[config.mk]
export PLATFORM = sky130hd
export DESIGN_NAME = tme_back
export DESIGN_NICKNAME = d
export VERILOG_FILES = /design/src/hdl/tme_pkg.sv /design/src/hdl/tme_back.sv
export SDC_FILE = /design/constraint.sdc
export NUM_CORES = 1
export LEC_CHECK = 0
export ABC_CLOCK_PERIOD_IN_PS = 10600
export BUFFER_PORTS_ARGS = -buffer_cell sky130_fd_sc_hd__buf_2
export CAP_MARGIN = 20
export CORE_MARGIN = 2
export CORE_UTILIZATION = 52
export CTS_BUF_LIST = sky130_fd_sc_hd__clkbuf_4 sky130_fd_sc_hd__clkbuf_8 sky130_fd_sc_hd__clkbuf_16
export DETAILED_ROUTE_END_ITERATION = 10
export GPL_ROUTABILITY_DRIVEN = 0
export HOLD_SLACK_MARGIN = 0.03
export PLACE_DENSITY = 0.87
export SYNTH_ARGS = -nofsm -noshare
export SYNTH_HDL_FRONTEND = slang
export SYNTH_SLANG_ARGS = --single-unit
[constraint.sdc]
create_clock -name clk -period 10.6 [get_ports clk]
set_input_delay 2.12 -clock clk [delete_from_list [all_inputs] [get_ports clk]]
set_output_delay 2.12 -clock clk [all_outputs]
set_load 0.02 [all_outputs]
[src/hdl/tme_pkg.sv]
// shared types and constants of the tape machine command executor
// no dependencies
package tme_pkg;

  localparam int TAPE_DEPTH = 32768;  // power of two, address wraps by truncation
  localparam int ADDR_W     = $clog2(TAPE_DEPTH);
  localparam int CELL_W     = 8;
  localparam int FIELD_W    = 16;
  localparam int TARGET_W   = 15;
  localparam int SUM_W      = FIELD_W + 1;

  typedef logic [ADDR_W-1:0] addr_t;
  typedef logic [CELL_W-1:0] cell_t;

  typedef enum logic [2:0] {
    CMD_DELTA  = 3'd0,
    CMD_ADDMUL = 3'd1,
    CMD_SET    = 3'd2,
    CMD_SHIFT  = 3'd3,
    CMD_LBEGIN = 3'd4,
    CMD_LEND   = 3'd5,
    CMD_RDBYTE = 3'd6,
    CMD_WRBYTE = 3'd7
  } cmd_t;

  // item waiting for its tape read data
  typedef struct packed {
    logic                valid;
    cmd_t                cmd;
    logic [TARGET_W-1:0] val;
    cell_t               in_byte;
    logic                in_eof;
    addr_t               addr_cur;
    addr_t               addr_off;
  } exec_item_t;

endpackage

[src/hdl/tme_back.sv]
// back end: cell update with write forwarding, result register
// depends on tme_pkg
module tme_back (
  input  logic                         clk,
  input  logic                         rst,
  input  tme_pkg::exec_item_t          exec_item,
  input  tme_pkg::cell_t               rdata_a,
  input  tme_pkg::cell_t               rdata_b,
  input  tme_pkg::addr_t               rd_addr_a,
  input  tme_pkg::addr_t               rd_addr_b,
  output logic                         exec_adv,
  output logic                         wr_en,
  output tme_pkg::addr_t               wr_addr,
  output tme_pkg::cell_t               wr_data,
  output logic                         res_valid,
  input  logic                         res_ready,
  output logic                         out_valid,
  output logic [7:0]                   out_byte,
  output logic                         jump_taken,
  output logic [14:0]                  jump_target
);
  import tme_pkg::*;

  logic                        fwd_a;
  logic                        fwd_b;
  cell_t                       fwd_data;
  cell_t                       cur;
  cell_t                       tgt;
  logic [2*CELL_W-1:0]         prod;
  logic                        ov_next;
  cell_t                       ob_next;
  logic                        jt_next;
  logic [TARGET_W-1:0]         tg_next;

  assign exec_adv = exec_item.valid && (!res_valid || res_ready);

  // last cycle's write has not reached the ram read data yet
  assign cur  = fwd_a ? fwd_data : rdata_a;
  assign tgt  = fwd_b ? fwd_data : rdata_b;
  assign prod = cur * exec_item.val[CELL_W-1:0];

  always_comb begin
    wr_en   = 1'b0;
    wr_addr = exec_item.addr_cur;
    wr_data = '0;
    ov_next = 1'b0;
    ob_next = '0;
    jt_next = 1'b0;
    tg_next = '0;
    unique case (exec_item.cmd)
      CMD_DELTA: begin
        wr_en   = exec_adv;
        wr_addr = exec_item.addr_off;
        wr_data = tgt + exec_item.val[CELL_W-1:0];
      end
      CMD_ADDMUL: begin
        wr_en   = exec_adv;
        wr_addr = exec_item.addr_off;
        wr_data = tgt + prod[CELL_W-1:0];
      end
      CMD_SET: begin
        wr_en   = exec_adv;
        wr_data = exec_item.val[CELL_W-1:0];
      end
      CMD_SHIFT: begin
      end
      CMD_LBEGIN: begin
        if (cur == '0) begin
          jt_next = 1'b1;
          tg_next = exec_item.val;
        end
      end
      CMD_LEND: begin
        if (cur != '0) begin
          jt_next = 1'b1;
          tg_next = exec_item.val;
        end
      end
      CMD_RDBYTE: begin
        wr_en   = exec_adv;
        wr_data = exec_item.in_eof ? '0 : exec_item.in_byte;
      end
      CMD_WRBYTE: begin
        ov_next = 1'b1;
        ob_next = cur;
      end
    endcase
  end

  always_ff @(posedge clk) begin
    if (rst) begin
      fwd_a     <= 1'b0;
      fwd_b     <= 1'b0;
      res_valid <= 1'b0;
    end else begin
      fwd_a <= wr_en && (rd_addr_a == wr_addr);
      fwd_b <= wr_en && (rd_addr_b == wr_addr);
      if (exec_adv) begin
        res_valid <= 1'b1;
      end else if (res_ready) begin
        res_valid <= 1'b0;
      end
    end
    fwd_data <= wr_data;
    if (exec_adv) begin
      out_valid   <= ov_next;
      out_byte    <= ob_next;
      jump_taken  <= jt_next;
      jump_target <= tg_next;
    end
  end

endmodule

# Word-level counts from Yosys, hierarchy flattened
# Index checks and enable logic that the tools add are counted.
dict set report totals {
  regBits 36
  input_bits 107
  out_inout_bits 51
  elab_cells 45
}
dict set report op_classes {
  add_sub_neg 2
  multipliers 1
  eq_ne 8
  mux 15
  reduce_logical 11
}
# cell count
set ops {}
lappend ops {{2-to-1 mux 15 bit} 3}
lappend ops {{case mux 8 bit (4 select lines)} 1}
lappend ops {{== test 15 bit} 2}
lappend ops {{case mux 15 bit (2 select lines)} 1}
lappend ops {{2-to-1 mux 8 bit} 3}
lappend ops {{adder 8 bit} 2}
lappend ops {{== test 3 bit, second input constant} 4}
lappend ops {{logical NOT 8 bit} 1}
lappend ops {{multiplier 8 x 8 -> 8 bit} 1}
lappend ops {{nonzero test 8 bit} 1}
lappend ops {{2-to-1 mux 1 bit} 6}
lappend ops {{OR reduction 4 bit} 1}
lappend ops {{== test 3 x 1 -> 1 bit, second input constant} 1}
lappend ops {{== test 3 x 2 -> 1 bit, second input constant} 1}
lappend ops {{logical AND 1 bit} 3}
lappend ops {{logical NOT 3 bit} 1}
lappend ops {{case mux 1 bit (2 select lines)} 1}
lappend ops {{nonzero test 2 bit} 1}
lappend ops {{OR reduction 2 bit} 1}
lappend ops {{logical NOT 1 bit} 1}
lappend ops {{logical OR 1 bit} 1}

# Longest topological paths before layout
dict set report depth {
  word_depth 5
  mapped_depth 19
  mapped_depth_nobuf 18
}

# Least setup slack after synthesis
# No wires, ideal clock.
dict set report synth_path {
  kind {input -> output}
  from {input port rdata_a[6]}
  to {output port wr_data[7]}
  arrival_time_ps 5769
  required_time_ps 8480
  slack_ps 2711
  path_stages 14
  n_path_buf 0
  cell_sequence {mux2_4 nand2_1 fa_1 fa_1 inv_1 fa_1 inv_1 fa_1 inv_1 ha_1 a21oi_1 xnor3_1 xnor3_1 o211ai_2}
}
dict set report synth_between {
  elab_chain_cells 4
}
# item line
set synth_lines {}
lappend synth_lines {{start, declared} tme_back.sv:7} ;# input tme_pkg::cell_t rdata_a,
lappend synth_lines {{2-to-1 mux 8 bit} tme_back.sv:38} ;# assign cur = fwd_a ? fwd_data : rdata_a;
lappend synth_lines {{multiplier 8 x 8 -> 8 bit} tme_back.sv:40} ;# assign prod = cur * exec_item.val[CELL_W-1:0];
lappend synth_lines {{adder 8 bit} tme_back.sv:59} ;# wr_data = tgt + prod[CELL_W-1:0];
lappend synth_lines {{case mux 8 bit (4 select lines)} tme_back.sv:50} ;# unique case (exec_item.cmd)
lappend synth_lines {{end, declared} tme_back.sv:14} ;# output tme_pkg::cell_t wr_data,
# Every way passes these cells.

# Worst setup path in the final report
# Ends and elaborated chain as after synthesis.

==> metrics.csv <==
stage,metric,value,unit
grt,global-route wire length before repair,15600,um
grt,pin count of the biggest net entering global routing,28,
grt,GRT Util Overall,0.270,
critical_path,Worst Path Arrival,6.18,ns
timing,Peak Freq,0.120,GHz
pwr,sw frac,0.366,
pwr,maximum vdd drop,0.0800,mV
timing,Clock Skew,0.0157,ns
critical_path,critical path launch point type,input pin,
routing,WL final,10300,um
clock_network,CTS tree,built,
timing,final worst-path cycle share,0.783,
clock_network,clock slew at the register clock pins of the worst setup and hold paths,0.07,ns
clock_network,number of CTS-inserted buffers,5,
routing,Residual DRC,0,
layout,Synth-to-Final Area Change,26.8,%
clock_network,PostCTS Resize Cnt,0,
routing,Routed Antenna Nets,0,
place,HPWL Detailed,8330,um
layout,Multi-input gate area,0.00233,mm^2
clock_network,setup bufs post-CTS,0,
logic_synthesis,Main synth FF type,edfxtp_1,
critical_path,crit path kind,input pin to output pin,
grt,vias in the first global route,3408,
logic_synthesis,Synth cell types,42,
pwr,Pwr Density,124,mW/mm^2
grt,initial antenna violation count,0,
clock_network,# hold bufs at CTS,0,
logic_synthesis,Mapped Cells,375,
critical_path,worst path required time,8.48,ns
floorplan,row count,30,
timing,min cycle time layout,8.30,ns
clock_network,root buffer cell,clkbuf_8,
floorplan,die footprint,0.00757,mm^2
layout,Register Area,971,um^2
pwr,sequential power share,0.302,
floorplan,Initial Util,0.533,
layout,# fillers,512,
routing,DR iter-0 viols,251,
timing,Setup TNS Final,0,ns
logic_synthesis,Syn. warnings,0,
layout,"Core Util, Final",0.676,
floorplan,DIE HEIGHT,87.0,um
hold_path,hold crit path type,flip-flop to flip-flop,
logic_synthesis,sequential share of the synthesized area,0.271,
routing,DR WL/cell,16.9,um
floorplan,core area,0.00672,mm^2
pwr,Net Switching,0.205,mW
timing,Tightest Pin Transition,0.705,ns
clock_network,# clock sinks,36,
routing,vias per inst,5.51,
logic_synthesis,Post-synth EDFFs,25,
logic_synthesis,syn_area_per_cell,9.56,um^2
timing,RSZ-0062 raised after global routing,no,
logic_synthesis,ys async rst share,0,
floorplan,die width,87.0,um
layout,fin area,0.00454,mm^2
critical_path,critical path peak fanout,3,
status,status,"complete, no violations",
routing,Initial DRT Pass Iterations,5,
floorplan,Ports,158,
logic_synthesis,"flops & latches, synth",36,
layout,layout cells sized above 1,0.342,
timing,setup violators final,0,
critical_path,crit path capture type,output pin,
grt,Congestion Overflow GR,0,
timing,Slew Limit Fails,0,
clock_network,clk buf depth,2,
pwr,power share of the combinational group,0.473,
logic_synthesis,Post-Syn Nets,525,
place,Post-DP Area,0.00442,mm^2
pwr,clock share of power,0.225,
logic_synthesis,Synth Cell Area,0.00358,mm^2
clock_network,H-tree Lvls,2,
timing,final hold viol count,0,
pwr,Leakage,2.32,nW
place,PortBufs,157,
routing,Vias,3371,
run,max cap viols,0,
pwr,Pint,0.356,mW
timing,Rel. slew slack,0.529,
layout,# diodes,0,
layout,final net count,681,
clock_network,clk_lat worst skew,0.31,ns
## power by group through the flow
stage / sequential [mW] / combinational (mW) / clock, mW
3_3_place_gp: 0.171 / 0.248 / 0
2_1_floorplan: 0.178 / 0.177 / 0
4_1_cts: 0.169 / 0.263 / 0.127
3_5_place_dp: 0.172 / 0.262 / 0
6_report: 0.170 / 0.265 / 0.127
5_1_grt: 0.170 / 0.291 / 0.132
## per-stage QoR
stage / setup slack [ns] / cells / total power, mW / hold WS [ns]
5_1_grt: 2.14 / 612 / 0.593 / 0.531
3_5_place_dp: 2.31 / 603 / 0.434 / 0.484
3_3_place_gp: 2.41 / 603 / 0.419 / 0.469
6_report: 2.30 / 612 / 0.561 / 0.498
2_1_floorplan: 2.71 / 375 / 0.355 / 0.557
4_1_cts: 2.30 / 611 / 0.559 / 0.495
## logic make-up (layout without fill, tap and decap cells)
group / Yosys count / after routing / share of synthesized area
compound gates: 34 / 34 / 0.0653
xor+xnor: 53 / 53 / 0.139
fa+ha+maj: 43 / 43 / 0.190
buf+inv: 69 / 226 / 0.0789
flops: 36 / 36 / 0.271
mux: 36 / 36 / 0.106
simple gates: 104 / 104 / 0.149
## cell usage after synthesis, types with 10 or more instances
master | instances | area share
and2_1 | 24 | 0.042
dfxtp_1 | 11 | 0.061
edfxtp_1 | 25 | 0.21
fa_1 | 19 | 0.11
ha_1 | 24 | 0.084
inv_1 | 59 | 0.062
mux2i_1 | 25 | 0.070
nand2_1 | 34 | 0.036
nor2_1 | 12 | 0.013
nor2b_1 | 10 | 0.017
xnor2_1 | 12 | 0.029
xor2_1 | 38 | 0.093
## path summary, 6_finish.rpt
check / start / end / slack, ns / cells after the start
setup / recovery: rdata_a[6] / wr_data[7] / 2.30 / 16
hold / removal: res_valid / res_valid / 0.50 / 2
setup reg to reg: fwd_a / fwd_data[7] / 5.80 / 17
hold reg to reg: res_valid / res_valid / 0.50 / 2
## state kept, by name (all words and copies together), names as in the netlist
signal	count
fwd_a	1
jump_taken	1
res_valid	1
jump_target	15
out_valid	1
fwd_data	8
fwd_b	1
out_byte	8
## layer usage
layer  up-vias  share of wire  track usage
met5         -              0            0
met4         0          0.036        0.128
met3        50          0.086       0.0701
met2       223           0.50        0.466
met1      1546           0.38        0.311
li1       1552              -            -
## layout make-up
cell class	instances	area share
Tap cell	80	0.0220
Clock buffer	6	0.0168
Clock inverter	2	0.00771
Inverter	59	0.0487
Sequential cell	36	0.214
Multi-Input combinational cell	270	0.513
Timing Repair Buffer	159	0.178
## critical path, stage by stage
cell and delay, ns:
buf_2 0.11, mux2_4 0.28, nand2_1 0.10, fa_1 0.45, fa_1 0.52, inv_1 0.06
fa_1 0.53, inv_1 0.05, fa_1 0.48, inv_1 0.05, ha_1 0.30, a21oi_1 0.19
xnor3_1 0.35, xnor3_1 0.20, o211ai_2 0.20, buf_2 0.20
## cell usage in the layout, fill, tap and decap left out, types with 3 or more instances in the layout
| cell | synthesis | layout |
|---|---|---|
| dfxtp_1 | 11 | 11 |
| a22oi_1 | 5 | 5 |
| xor2_1 | 38 | 38 |
| mux2_2 | 8 | 8 |
| nor2_1 | 12 | 11 |
| edfxtp_1 | 25 | 25 |
| buf_2 | 4 | 157 |
| nor2b_1 | 10 | 10 |
| nand2b_1 | 3 | 3 |
| a21oi_1 | 7 | 7 |
| clkbuf_8 | 0 | 5 |
| a21o_1 | 4 | 4 |
| inv_1 | 59 | 59 |
| mux2i_1 | 25 | 25 |
| nor4_1 | 3 | 3 |
| ha_1 | 24 | 24 |
| nand4_1 | 8 | 8 |
| nand2_1 | 34 | 34 |
| o221ai_1 | 3 | 3 |
| o21ai_0 | 7 | 7 |
| and2_1 | 24 | 24 |
| fa_1 | 19 | 19 |
| nor3_1 | 4 | 4 |
| xnor2_1 | 12 | 12 |
No activity file was read; power rests on OpenSTA's default activity.
