**src/hdl/tme_pkg.sv**
```systemverilog
// shared types and constants of the tape machine command executor
// no dependencies
package tme_pkg;

  localparam int TAPE_DEPTH = 32768;  // power of two, address wraps by truncation
  localparam int ADDR_W     = $clog2(TAPE_DEPTH);
  localparam int CELL_W     = 8;
  localparam int FIELD_W    = 16;
  localparam int TARGET_W   = 15;
  localparam int SUM_W      = FIELD_W + 1;

  typedef logic [ADDR_W-1:0] addr_t;
  typedef logic [CELL_W-1:0] cell_t;

  typedef enum logic [2:0] {
    CMD_DELTA  = 3'd0,
    CMD_ADDMUL = 3'd1,
    CMD_SET    = 3'd2,
    CMD_SHIFT  = 3'd3,
    CMD_LBEGIN = 3'd4,
    CMD_LEND   = 3'd5,
    CMD_RDBYTE = 3'd6,
    CMD_WRBYTE = 3'd7
  } cmd_t;

  // item waiting for its tape read data
  typedef struct packed {
    logic                valid;
    cmd_t                cmd;
    logic [TARGET_W-1:0] val;
    cell_t               in_byte;
    logic                in_eof;
    addr_t               addr_cur;
    addr_t               addr_off;
  } exec_item_t;

endpackage

```
**src/hdl/tme_front.sv**
```systemverilog
// front end: tape clearing sweep, cell pointer, item accept and read issue
// depends on tme_pkg
module tme_front (
  input  logic                         clk,
  input  logic                         rst,
  input  logic                         in_valid,
  output logic                         in_ready,
  input  logic [2:0]                   cmd,
  input  logic signed [15:0]           offset,
  input  logic signed [15:0]           value,
  input  logic [7:0]                   in_byte,
  input  logic                         in_eof,
  input  logic                         exec_adv,
  output tme_pkg::exec_item_t          exec_item,
  output tme_pkg::addr_t               rd_addr_a,
  output tme_pkg::addr_t               rd_addr_b,
  output logic                         clr_we,
  output tme_pkg::addr_t               clr_addr
);
  import tme_pkg::*;

  logic               clr_busy;
  addr_t              ptr;
  addr_t              ptr_next;
  addr_t              off_addr;
  logic [SUM_W-1:0]   off_sum;
  logic [SUM_W-1:0]   move_sum;
  logic               accept;

  assign in_ready = !clr_busy && (!exec_item.valid || exec_adv);
  assign accept   = in_valid && in_ready;
  assign clr_we   = clr_busy;

  assign off_sum  = SUM_W'(ptr) + SUM_W'(offset);
  assign move_sum = SUM_W'(ptr) + SUM_W'(value);
  assign off_addr = off_sum[ADDR_W-1:0];

  always_comb begin
    ptr_next = ptr;
    if (accept && cmd_t'(cmd) == CMD_SHIFT) begin
      ptr_next = move_sum[ADDR_W-1:0];
    end
  end

  // while nothing new enters, keep reading the waiting item's cells
  assign rd_addr_a = accept ? ptr      : exec_item.addr_cur;
  assign rd_addr_b = accept ? off_addr : exec_item.addr_off;

  always_ff @(posedge clk) begin
    if (rst) begin
      clr_busy        <= 1'b1;
      clr_addr        <= '0;
      ptr             <= '0;
      exec_item.valid <= 1'b0;
    end else begin
      if (clr_busy) begin
        clr_addr <= clr_addr + addr_t'(1);
        if (clr_addr == addr_t'(TAPE_DEPTH - 1)) begin
          clr_busy <= 1'b0;
        end
      end
      ptr <= ptr_next;
      if (accept) begin
        exec_item.valid <= 1'b1;
      end else if (exec_adv) begin
        exec_item.valid <= 1'b0;
      end
    end
    if (accept) begin
      exec_item.cmd      <= cmd_t'(cmd);
      exec_item.val      <= value[TARGET_W-1:0];
      exec_item.in_byte  <= in_byte;
      exec_item.in_eof   <= in_eof;
      exec_item.addr_cur <= ptr;
      exec_item.addr_off <= off_addr;
    end
  end

endmodule

```
**config.mk**
```make
export PLATFORM = sky130hd
export DESIGN_NAME = tme_front
export DESIGN_NICKNAME = d
export VERILOG_FILES = /design/src/hdl/tme_pkg.sv /design/src/hdl/tme_front.sv
export SDC_FILE = /design/constraint.sdc
export NUM_CORES = 1
export LEC_CHECK = 0
export BUFFER_PORTS_ARGS = -buffer_cell sky130_fd_sc_hd__buf_2
export CORE_ASPECT_RATIO = 1.5
export CORE_UTILIZATION = 51
export DETAILED_ROUTE_END_ITERATION = 10
export HOLD_SLACK_MARGIN = 0.05
export PLACE_DENSITY = 0.81
export SLEW_MARGIN = 0
export SYNTH_ARGS = -nofsm -noshare
export SYNTH_HDL_FRONTEND = slang
export SYNTH_SLANG_ARGS = --single-unit
```
**constraint.sdc**
```tcl
create_clock -name clk -period 4.6 [get_ports clk]
set_input_delay 0.46 -clock clk [delete_from_list [all_inputs] [get_ports clk]]
set_output_delay 0.46 -clock clk [all_outputs]
set_load 0.005 [all_outputs]
```
=== Word level (Yosys, flattened, before mapping) ===
Index checks and enable logic that the tools add are counted.

* Flip-flop bits (word level): 89
* Latch bits: 0
* Bits in writable memories: 0
* Bits in read-only memories: 0
* Input bits: 48
* Output and inout port bits: 105
* Logic and storage cells: 28
* Memories: 0

* Add/sub/neg operators: 3
* Multipliers: 0
* Divide/modulo/power cells: 0
* $lt $le $gt $ge: 0
* Equality and inequality tests: 2
* Shift-type cells: 0
* Multiplexer cells: 6
* Bitwise gates (word level): 0
* Reduce and logical (&&, ||, !) cells: 7

{| class="wikitable"
|+ Operators by type and width
! cell !! count
|-
| adder 15 bit || 2
|-
| 2-to-1 mux 15 bit || 2
|-
| adder 15 x 1 -> 15 bit, second input constant || 1
|-
| equality test 15 bit, second input constant || 1
|-
| 2-to-1 mux 1 bit || 4
|-
| equality test 3 x 2 -> 1 bit, second input constant || 1
|-
| logical AND 1 bit || 3
|-
| logical NOT 1 bit || 2
|-
| nonzero test 2 bit || 1
|-
| logical OR 1 bit || 1
|}

=== Depth between registers and ports, before layout ===
Gate-level depths: netlist (run 1).

* Depth in word-level cells: 5
* Gate-level depth with buffers: 9
* Mapped depth without buffers: 9

=== Least setup slack after synthesis (run 1) ===
OpenSTA, ideal clock, no wires.

* Path kind: in2out
* From: in exec_adv
* To: out rd_addr_a[10]
* Arrival: 3.135 ns
* Required time: 4.140 ns
* Slack: 1.005 ns
* Stages: 7
* Buffers on the path: 2
* Cells stage by stage: nand2b_1 > nand3b_1 > inv_1 > clkbuf_1 > buf_1 > nand2_1 > nand2_1

* Cells in the longest elaborated chain, start to end: 4

{| class="wikitable"
|+ Ends and longest elaborated chain
! what !! line !! RTL
|-
| start: declaration || tme_front.sv:13 || <nowiki>input logic exec_adv,</nowiki>
|-
| logical OR 1 bit || tme_front.sv:30 || <nowiki>assign in_ready = !clr_busy && (!exec_item.valid || exec_adv);</nowiki>
|-
| logical AND 1 bit || tme_front.sv:30 ||
|-
| logical AND 1 bit || tme_front.sv:31 || <nowiki>assign accept = in_valid && in_ready;</nowiki>
|-
| via accept || tme_front.sv:28 || <nowiki>logic accept;</nowiki>
|-
| 2-to-1 mux 15 bit || tme_front.sv:46 || <nowiki>assign rd_addr_a = accept ? ptr : exec_item.addr_cur;</nowiki>
|-
| end: declaration || tme_front.sv:15 || <nowiki>output tme_pkg::addr_t rd_addr_a,</nowiki>
|}

The timed path passes the listed nets, and every way through them passes these cells.

=== Final worst setup path (run 1) ===
* From: reg ptr[0]
* To: out rd_addr_b[14]

* Cells in the longest elaborated chain, start to end: 2

{| class="wikitable"
|+ Ends and longest elaborated chain
! what !! line !! RTL
|-
| start: declaration || tme_front.sv:23 || <nowiki>addr_t ptr;</nowiki>
|-
| start signal: assignment || tme_front.sv:62 || <nowiki>ptr <= ptr_next;</nowiki>
|-
| adder 15 bit || tme_front.sv:34 || <nowiki>assign off_sum = SUM_W'(ptr) + SUM_W'(offset);</nowiki>
|-
| via off_sum[14] || tme_front.sv:26 || <nowiki>logic [SUM_W-1:0] off_sum;</nowiki>
|-
| 2-to-1 mux 15 bit || tme_front.sv:47 || <nowiki>assign rd_addr_b = accept ? off_addr : exec_item.addr_off;</nowiki>
|-
| end: declaration || tme_front.sv:16 || <nowiki>output tme_pkg::addr_t rd_addr_b,</nowiki>
|}

The timed path passes the listed nets, and every way through them passes these cells.

==> results of run 1 <==
-- routing by layer --
| metal | vias to the layer above | part of all wire, % | track usage [%] | wire length [um] |
|---|---|---|---|---|
| li1 | 1884 | - | - | - |
| met1 | 1847 | 38 | 26.6 | 4150 |
| met2 | 123 | 52 | 42.1 | 5710 |
| met3 | 28 | 5.7 | 4.25 | 624 |
| met4 | 0 | 3.7 | 14.3 | 400 |
| met5 | - | 0 | 0 | 0 |
-- sequential cells by signal, summed over array words and instances, names as in the netlist --
signal / cells
exec_item: 58
clr_addr: 15
clr_we: 1
ptr: 15
-- how the worst min path moves through the flow --
stage               cells past startpoint            end    startpoint  slack (ps)
floorplan                               2         ptr[9]        ptr[9]         470
global placement                        2         clr_we  clr_addr[14]         500
detailed placement                      2         ptr[6]        ptr[6]         510
CTS                                     1  exec_item[31]    in_byte[0]         280
global route                            1  exec_item[30]        in_eof         280
finish                                  1  exec_item[31]    in_byte[0]         290
-- per-stage QoR --
step	setup WS, ps	util [%]	hold slack [ps]
5_1_grt	1070	65.9	279
2_1_floorplan	1000	-	474
6_report	1210	65.9	289
3_5_place_dp	1370	62.3	514
3_3_place_gp	1450	62.3	498
4_1_cts	1180	65.9	281
-- cell families after synthesis --
kind of cell               count (synthesis)  share of synthesized area (%)
and+or+nand+nor                          166                           15.7
DFF                                       89                           51.1
AOI/OAI and AO/OA                         86                           12.1
xor gates and xnor gates                  36                           6.85
adders and majority gates                 31                           8.75
buffers and inverters                     22                           1.85
muxes                                     15                           3.72
-- synth_stat cells (all sizes together), types with 5 or more instances --
cell type	count
dfxtp	32
a21o	10
edfxtp	57
o21ai	14
a21oi	35
and3	5
inv	7
o211ai	5
clkbuf	11
nand3	10
nand4	6
ha	29
xor2	19
mux2	14
nor2	33
nand2	94
xnor2	17
-- where the power goes --
group	total, uW	internal [uW]	leakage [uW]	switching [uW]
logic	84.1	37.5	0.00167	46.6
clock network	771	471	0.000156	299
registers	851	848	0.000778	2.51
-- layout by cell type, fill, tap and decap left out, drive strengths merged, types with 4 or more instances in the layout --
master	n
nand4	6
a21oi	35
o211ai	5
nand3	10
edfxtp	57
clkbuf	13
nor2	33
xnor2	17
o21ai	14
and3	5
ha	29
nor2b	4
mux2	14
inv	8
a21o	10
dfxtp	32
buf	153
xor2	19
nand2	94
-- cell type report --
cell class	instances	area (um^2)
Antenna cell	1	2.50
Sequential cell	89	2350
Inverter	7	27.5
Timing Repair Buffer	153	773
Multi-Input combinational cell	334	2170
Clock buffer	13	272
Tap cell	110	138
Clock inverter	3	45.0
Fill cell	681	2990
-- worst max-delay path: cells and delay by family, from the launching register on --
kind	cells	cell delay, ps
compound gates	5	1030
fa+ha+maj	2	670
flops	1	360
mux	1	270
xor+xnor	1	140
buf+inv	1	130
==> metrics.yaml, run 1 <==
r2r-end: "ptr[14]"
dieHeight_um: 118
total_power_uw: 1710
critical_path.startpoint_type: "flop"
synthArstFlopShare_pct: 0
crit_type: "flop to output port"
grt_max_degree: 47
final_layout_size_suffix_gt1_share_pct: 32.1
slew_violations: 0
root_buffer: "clkbuf_16"
synth_edf_count: 57
worstPathRequired_ps: 4140
grt_pass1_vias: 3871
cts_htree_levels: 3
synthDominantCellAreaShare_pct: 37.2
drt-pass1-iter-count: 4
hold_class: "primary input to flop"
dieArea_um2: 9420
hpwlAfterDp_um: 8160
vdd_drop_max_mv: 0.258
power_density_nw_per_um2: 295
wirelength_um: 10900
clk_path_buf_depth: 2
wl_per_cell_um: 15.3
rsz0062_at_grt: "no"
avgViaCountPerCell: 5.47
start_util_pct: 52.5
arrival_ps: 2930
outcome: "finished, final reports clean"
numClockSinks: 89
r2r_slack_ps: 2020
place_inst: 693
crit_start: "ptr[0]"
seq_area_frac_synth_pct: 51.1
crit_fanout: 5
ys_top_cells_by_area: "edfxtp_1 37%, dfxtp_1 14%, ha_1 7.9%"
postCtsSetupRepairBufs: 0
insertion_delay_ps: 340
io_pins: 153
ys_types: 51
fin_nets: 673
placed_area_um2: 5460
cp-endpoint: "rd_addr_b[14]"
clock.fmax_ghz: 0.295
design_area_um2: 5780
cts_tree: "built"
final.setup_skew_ps: 5.74
cts_hold_buffers: 0
critPathMaxStageDelay_ps: 430
cts_buffers: 9
fin_cells: 710
p_leak_uw: 0.00260
setup_viol: 0
ys.flop_type: "edfxtp_1"
antenna_found_initial: 0
vias: 3882
worstMarginPinSlew_ps: 990
max_cap_viol_count: 0
cts.reportedPaths.clkPinSlew_ps: 60
synth.avg_cell_area_um2: 10.3
slew_headroom_pct: 33.6
crit_top_cell: "a21oi_2"
ant_nets: 0
grt_overflow_total: 0
finalCritPeriodShare_pct: 73.8
reg2reg_from: "clr_we"
path_cells: "ha_1, fa_1, a21oi_2, o21ai_2, a21oi_2, o211ai_2, a311oi_2, xnor2_1, mux2_4, buf_2"
core_um2: 8780
cts_resized: 0
yosys.area.top_type: "edfxtp_1"
setup-tns-final_ps: 0
portBuffers: 150
synth.ff_latch_count: 89
period_needed_ps: 3390
cp_slowest_cell: "fa_1"
gp_congestion: 0.886
track_usage_pct: 24.1
die_w_um: 79.6
area.growth.synth_to_final_pct: 25.6
worst_r2r_path_depth: 7
grt_pass1_wl_um: 17800
rows: 42
syn_area_um2: 4610
synth_warnings: 0
drt_iter0_markers: 148
cp-end-kind: "output port"
synthCells: 445
synth_nets: 524
drc_errors: 0
finalHoldViolations: 0
(Power assumes the default switching activity.)
==> run 2, diff against run 1 <==
- CORE_UTILIZATION: 51 -> 46
- PLACE_DENSITY: 0.81 -> 0.77
- clock period: 4.6 -> 2.95 ns (I/O delays scaled with it)
==> metrics.yaml, run 2 (synthesized netlist as in run 1, its figures left out) <==
min_to: "exec_item[31]"
start_util_pct: 47.5  # -4.9 points
ant_nets: 0  # unchanged
dieArea_um2: 10400  # +11%
wirelength_um: 11100  # +1.7%
cts.reportedPaths.clkPinSlew_ps: 70  # about the same
worst_r2r_path_depth: 13  # +6
arrival_ps: 2590  # -340 ps
grt_overflow_total: 0  # unchanged
portBuffers: 150  # unchanged
avgViaCountPerCell: 5.40  # -1.3%
cp_slowest_cell: "dfxtp_4"
rows: 44  # +4.8%
grt_max_degree: 86  # +83%
slew_violations: 0  # unchanged
p_leak_uw: 0.00263  # +1.2%
outcome: "finished, final reports clean"
seqCellArea_um2: 2360  # +0.21%
worstPathRequired_ps: 2650  # -1490 ps
setup_viol: 0  # unchanged
root_buffer: "clkbuf_16"
largest-register: "exec_item"
period_needed_ps: 2880
critPathTopFamily: "compound AO/OA/AOI/OAI gates"
vdd_drop_max_mv: 0.355  # +37%
layout_common_cells: "149 x buf_2, 94 x nand2_1, 57 x edfxtp_1"
cts_buffers: 9  # unchanged
clk_path_buf_depth: 2  # unchanged
area.growth.synth_to_final_pct: 27.9
critPathMaxStageDelay_ps: 360  # -70 ps
fin_ws_ps: 65.8  # -1140 ps
io_pins: 153  # unchanged
setup-tns-final_ps: 0  # unchanged
whs_path_depth: 1  # unchanged
final_layout_size_suffix_gt1_share_pct: 34.6  # +2.6 points
fin_util_pct: 60.8  # -5.1 points
cts_hold_buffers: 0  # unchanged
clock.fmax_ghz: 0.347
largest_reg_flops: 58  # unchanged
critical_path.startpoint_type: "flop"
wl_per_cell_um: 15.3  # -0.40%
finalHoldViolations: 0  # unchanged
hpwlAfterDp_um: 8170  # +0.12%
vias: 3912  # +0.77%
gp_congestion: 0.859  # -3.0%
fillers: 813  # +19%
finalCritPeriodShare_pct: 97.8
numClockSinks: 89  # unchanged
dieHeight_um: 125  # +5.2%
antenna_found_initial: 3  # +3
reg2reg_from: "ptr[0]"
core_um2: 9690  # +10%
power_density_nw_per_um2: 433  # +47%
cts_htree_levels: 3  # unchanged
design_area_um2: 5890  # +1.9%
crit_type: "flop to output port"
max_cap_viol_count: 0  # unchanged
placed_area_um2: 5500  # +0.62%
r2r_slack_ps: 230  # -1790 ps
crit_fanout: 3  # -2
multiInputGateArea_um2: 2210  # +1.5%
r2r-end: "exec_item[14]"
drc_errors: 0  # unchanged
layout_commonest_cell: "buf_2"
cp-end-kind: "output port"
drt-pass1-iter-count: 4  # unchanged
critical_path_buf_inv_count: 1  # unchanged
fin_nets: 683  # +1.5%
grt_pass1_vias: 3803  # -1.8%
rsz0062_at_grt: "yes"
drt_iter0_markers: 188  # +27%
hold_start: "in_byte[0]"
cts_tree: "built"
slew_headroom_pct: 57.9  # +24 points
pre_cts_ws_ps: 121  # -1250 ps
hold_class: "primary input to flop"
worstMarginPinSlew_ps: 632  # -358 ps
crit_top_cell: "a21oi_2"
final.setup_skew_ps: 8.81  # +3.07 ps
grt_pass1_wl_um: 17800  # +0.28%
insertion_delay_ps: 340  # about the same
track_usage_pct: 21.3  # -2.8 points
path_cells: "ha_4, fa_2, a21oi_2, o21ai_2, a21oi_2, o211ai_2, a311oi_2, xnor2_1, mux2_4, buf_6"
die_w_um: 83.7  # +5.2%
reg_top3: "exec_item x58, clr_addr x15, ptr x15"
## run 2: how the worst max path moves through the flow
stage,endpoint,slack [ps],depth (start not counted),from
after floorplan,rd_addr_b[14],490,9,ptr[0]
after global placement,rd_addr_b[14],180,11,offset[0]
after detailed placement,rd_addr_b[14],120,11,offset[0]
after CTS,rd_addr_b[14],1,10,ptr[0]
after global routing,rd_addr_b[14],-70,10,ptr[0]
final,rd_addr_b[14],70,10,ptr[0]
## run 2: power breakdown
part	switching, uW	internal (uW)	leakage [uW]	total, uW
Combinational	74.9	63.0	0.00172	138
Sequential	3.87	1320	0.000779	1320
Clock	502	585	0.000135	1090
Total	580	1970	0.00263	2550
## run 2: cell type report
class | count | share of cell area, %
antenna | 1 | 0.0425
clock buffer | 9 | 3.82
inverter | 7 | 0.467
multi-input combinational | 334 | 37.4
sequential | 89 | 40.0
tap | 115 | 2.44
timing repair buffer | 163 | 14.7
clock inverter | 7 | 1.04
## run 2: metal layers
layer	global-route usage, %	up-vias	share of wire [%]
met5	0	-	0.35
met4	10.1	6	2.9
met3	5.63	28	5.9
met2	38.0	122	53
met1	23.2	1848	38
li1	-	1908	-
## run 2: through the flow
| stage | hold slack, ps | instances | power (uW) |
|---|---|---|---|
| floorplan | 394 | 445 | 1430 |
| global placement | 472 | 700 | 1480 |
| detailed placement | 476 | 700 | 1480 |
| CTS | 116 | 723 | 2570 |
| global route | 113 | 724 | 2630 |
| finish | 128 | 725 | 2550 |
## run 2: what timing repair did
action                                  4_1_cts  5_1_grt
gates cloned                                  0        0
pin swaps                                     5        0
endpoints found under the setup margin        2        5
buffers inserted                              7        2
resized for setup                             2        9
==> run 3, diff against run 2 <==
- CORE_UTILIZATION: 46 -> 47
- CTS_BUF_LIST: not set -> sky130_fd_sc_hd__clkbuf_4
- PLACE_DENSITY: 0.77 -> 0.78
- REMOVE_ABC_BUFFERS: not set -> 1
==> metrics.yaml, run 3 (synthesized netlist as in run 1, its figures left out) <==
vdd_drop_max_mv: 0.235  # -34%
numClockSinks: 89  # unchanged
hpwlAfterDp_um: 8410  # +2.9%
clock.fmax_ghz: 0.328  # -5.3%
cts_htree_levels: 3  # unchanged
grt_pass1_wl_um: 18200  # +2.0%
pre_cts_ws_ps: 133  # +12.0 ps
grt_pass1_vias: 3969  # +4.4%
max_cap_viol_count: 0  # unchanged
violations: "negative setup slack"
placed_area_um2: 5530  # +0.66%
wl_per_cell_um: 15.4  # +1.2%
drc_errors: 0  # unchanged
rows: 43  # -2.3%
drt-pass1-iter-count: 4  # unchanged
worstMarginPinSlew_ps: 708  # +75.8 ps
critical_path.startpoint_type: "flop"
total_power_uw: 2170  # -15%
clk_path_buf_depth: 2  # unchanged
core_um2: 9360  # -3.4%
ant_nets: 0  # unchanged
start_util_pct: 49.2  # +1.7 points
cts_buffers: 9  # unchanged
cts_tree: "built"
wirelength_um: 11600  # +4.7%
fin_ws_ps: -95.0  # -161 ps
worstPathRequired_ps: 2650  # about the same
reg_top3: "exec_item x58, clr_addr x15, ptr x15"
track_usage_pct: 22.4  # +1.0 points
final_layout_size_suffix_gt1_share_pct: 35.2  # +0.52 points
insertion_delay_ps: 450  # +110 ps
design_area_um2: 6050  # +2.6%
grt_overflow_total: 0  # unchanged
crit_type: "flop to output port"
cts.reportedPaths.clkPinSlew_ps: 130  # +60 ps
cp-end-kind: "output port"
vias: 4017  # +2.7%
layout_commonest_cell: "buf_2"
period_needed_ps: 3040  # +161 ps
fin_util_pct: 64.6  # +3.8 points
fillers: 757  # -6.9%
gp_congestion: 0.867  # +0.90%
grt_max_degree: 35  # -59%
layout_common_cells: "148 x buf_2, 93 x nand2_1, 57 x edfxtp_1"
largest_reg_flops: 58  # unchanged
portBuffers: 150  # unchanged
die_w_um: 82.8  # -1.0%
largest-register: "exec_item"
arrival_ps: 2750  # +160 ps
antenna_found_initial: 1  # -2
finalCritPeriodShare_pct: 103  # +5.5 points
r2r_slack_ps: 360  # +130 ps
slew_headroom_pct: 52.6  # -5.3 points
outcome: "finished, violations left"
fin_cells: 750  # +3.4%
crit_fanout: 3  # unchanged
power_density_nw_per_um2: 359  # -17%
dieHeight_um: 123  # -1.1%
io_pins: 153  # unchanged
finalHoldViolations: 0  # unchanged
drt_iter0_markers: 143  # -24%
avgViaCountPerCell: 5.36  # -0.74%
fin_nets: 711  # +4.1%
final.setup_skew_ps: 27.3  # +18.5 ps
area.growth.synth_to_final_pct: 31.3
rsz0062_at_grt: "yes"
place_inst: 704  # +0.57%
hold_class: "primary input to flop"
p_leak_uw: 0.00273  # +3.8%
root_buffer: "clkbuf_4"
dieArea_um2: 10200  # -2.1%
setup_viol: 3  # +3
slew_violations: 0  # unchanged
run 3: cell types whose count changed in the layout (fill, tap and decap cells not counted), sizes merged:
cell / before / now
buf: 163 / 170
dlygate4sd3: 0 / 21
bufinv: 0 / 1
clkbuf: 9 / 12
clkinvlp: 2 / 0
inv: 9 / 6
clkinv: 3 / 4
run 3: worst paths after layout:
check             startpoint  depth (start not counted)       endpoint
setup / recovery      ptr[0]                         10  rd_addr_b[14]
hold reg to reg       ptr[4]                          2         ptr[4]
setup reg to reg      ptr[0]                         10        ptr[14]
hold / removal      value[8]                          1  exec_item[47]
run 3: critical path: stages (launching register included):
cell,delay (ps)
dfxtp_4,380
ha_4,160
fa_2,400
a21oi_2,190
o21ai_2,80
a21oi_2,170
o211ai_2,160
a311oi_2,270
xnor2_1,120
mux2_4,270
buf_6,120
run 3: report_power, final:
group	switching, uW	leakage [uW]	internal [uW]	total, uW
clock network	398	0.0000766	284	683
logic	80.3	0.00188	80.4	161
registers	3.87	0.000780	1320	1320
total	482	0.00273	1690	2170
run 3: cell type report:
cell class,count,area [um^2],area share (%)
diodes,1,2.50,0.0414
well taps,112,140,2.32
repair buffers,191,1120,18.6
multi-input cells,334,2260,37.3
clock buffers,12,90.1,1.49
inverters,7,27.5,0.455
flip-flops and latches,89,2360,39.0
clock inverters,4,46.3,0.766
run 3: per-stage QoR:
stage          setup TNS [ps]  hold WS [ps]
2_1_floorplan          -23760           364
3_3_place_gp                0           472
3_5_place_dp                0           476
4_1_cts                 -97.8          51.0
5_1_grt                  -537          51.8
6_report                 -173          71.4
run 3: layer usage:
| metal | vias to the layer above | GRT usage, % | share of wire [%] |
|---|---|---|---|
| li1 | 1968 | - | - |
| met2 | 143 | 42.0 | 54 |
| met4 | 0 | 12.2 | 2.2 |
| met3 | 21 | 4.27 | 4.8 |
| met5 | - | 0 | 0 |
| met1 | 1885 | 23.5 | 39 |
run 3: timing repair:
action / in CTS / in global routing
resized for setup: 10 / 12
setup buffers: 4 / 4
hold buffers: 19 / 2
gates cloned: 0 / 0
endpoints found under the hold margin: 19 / 2
setup endpoints to repair: 5 / 5
pin swaps: 9 / 4
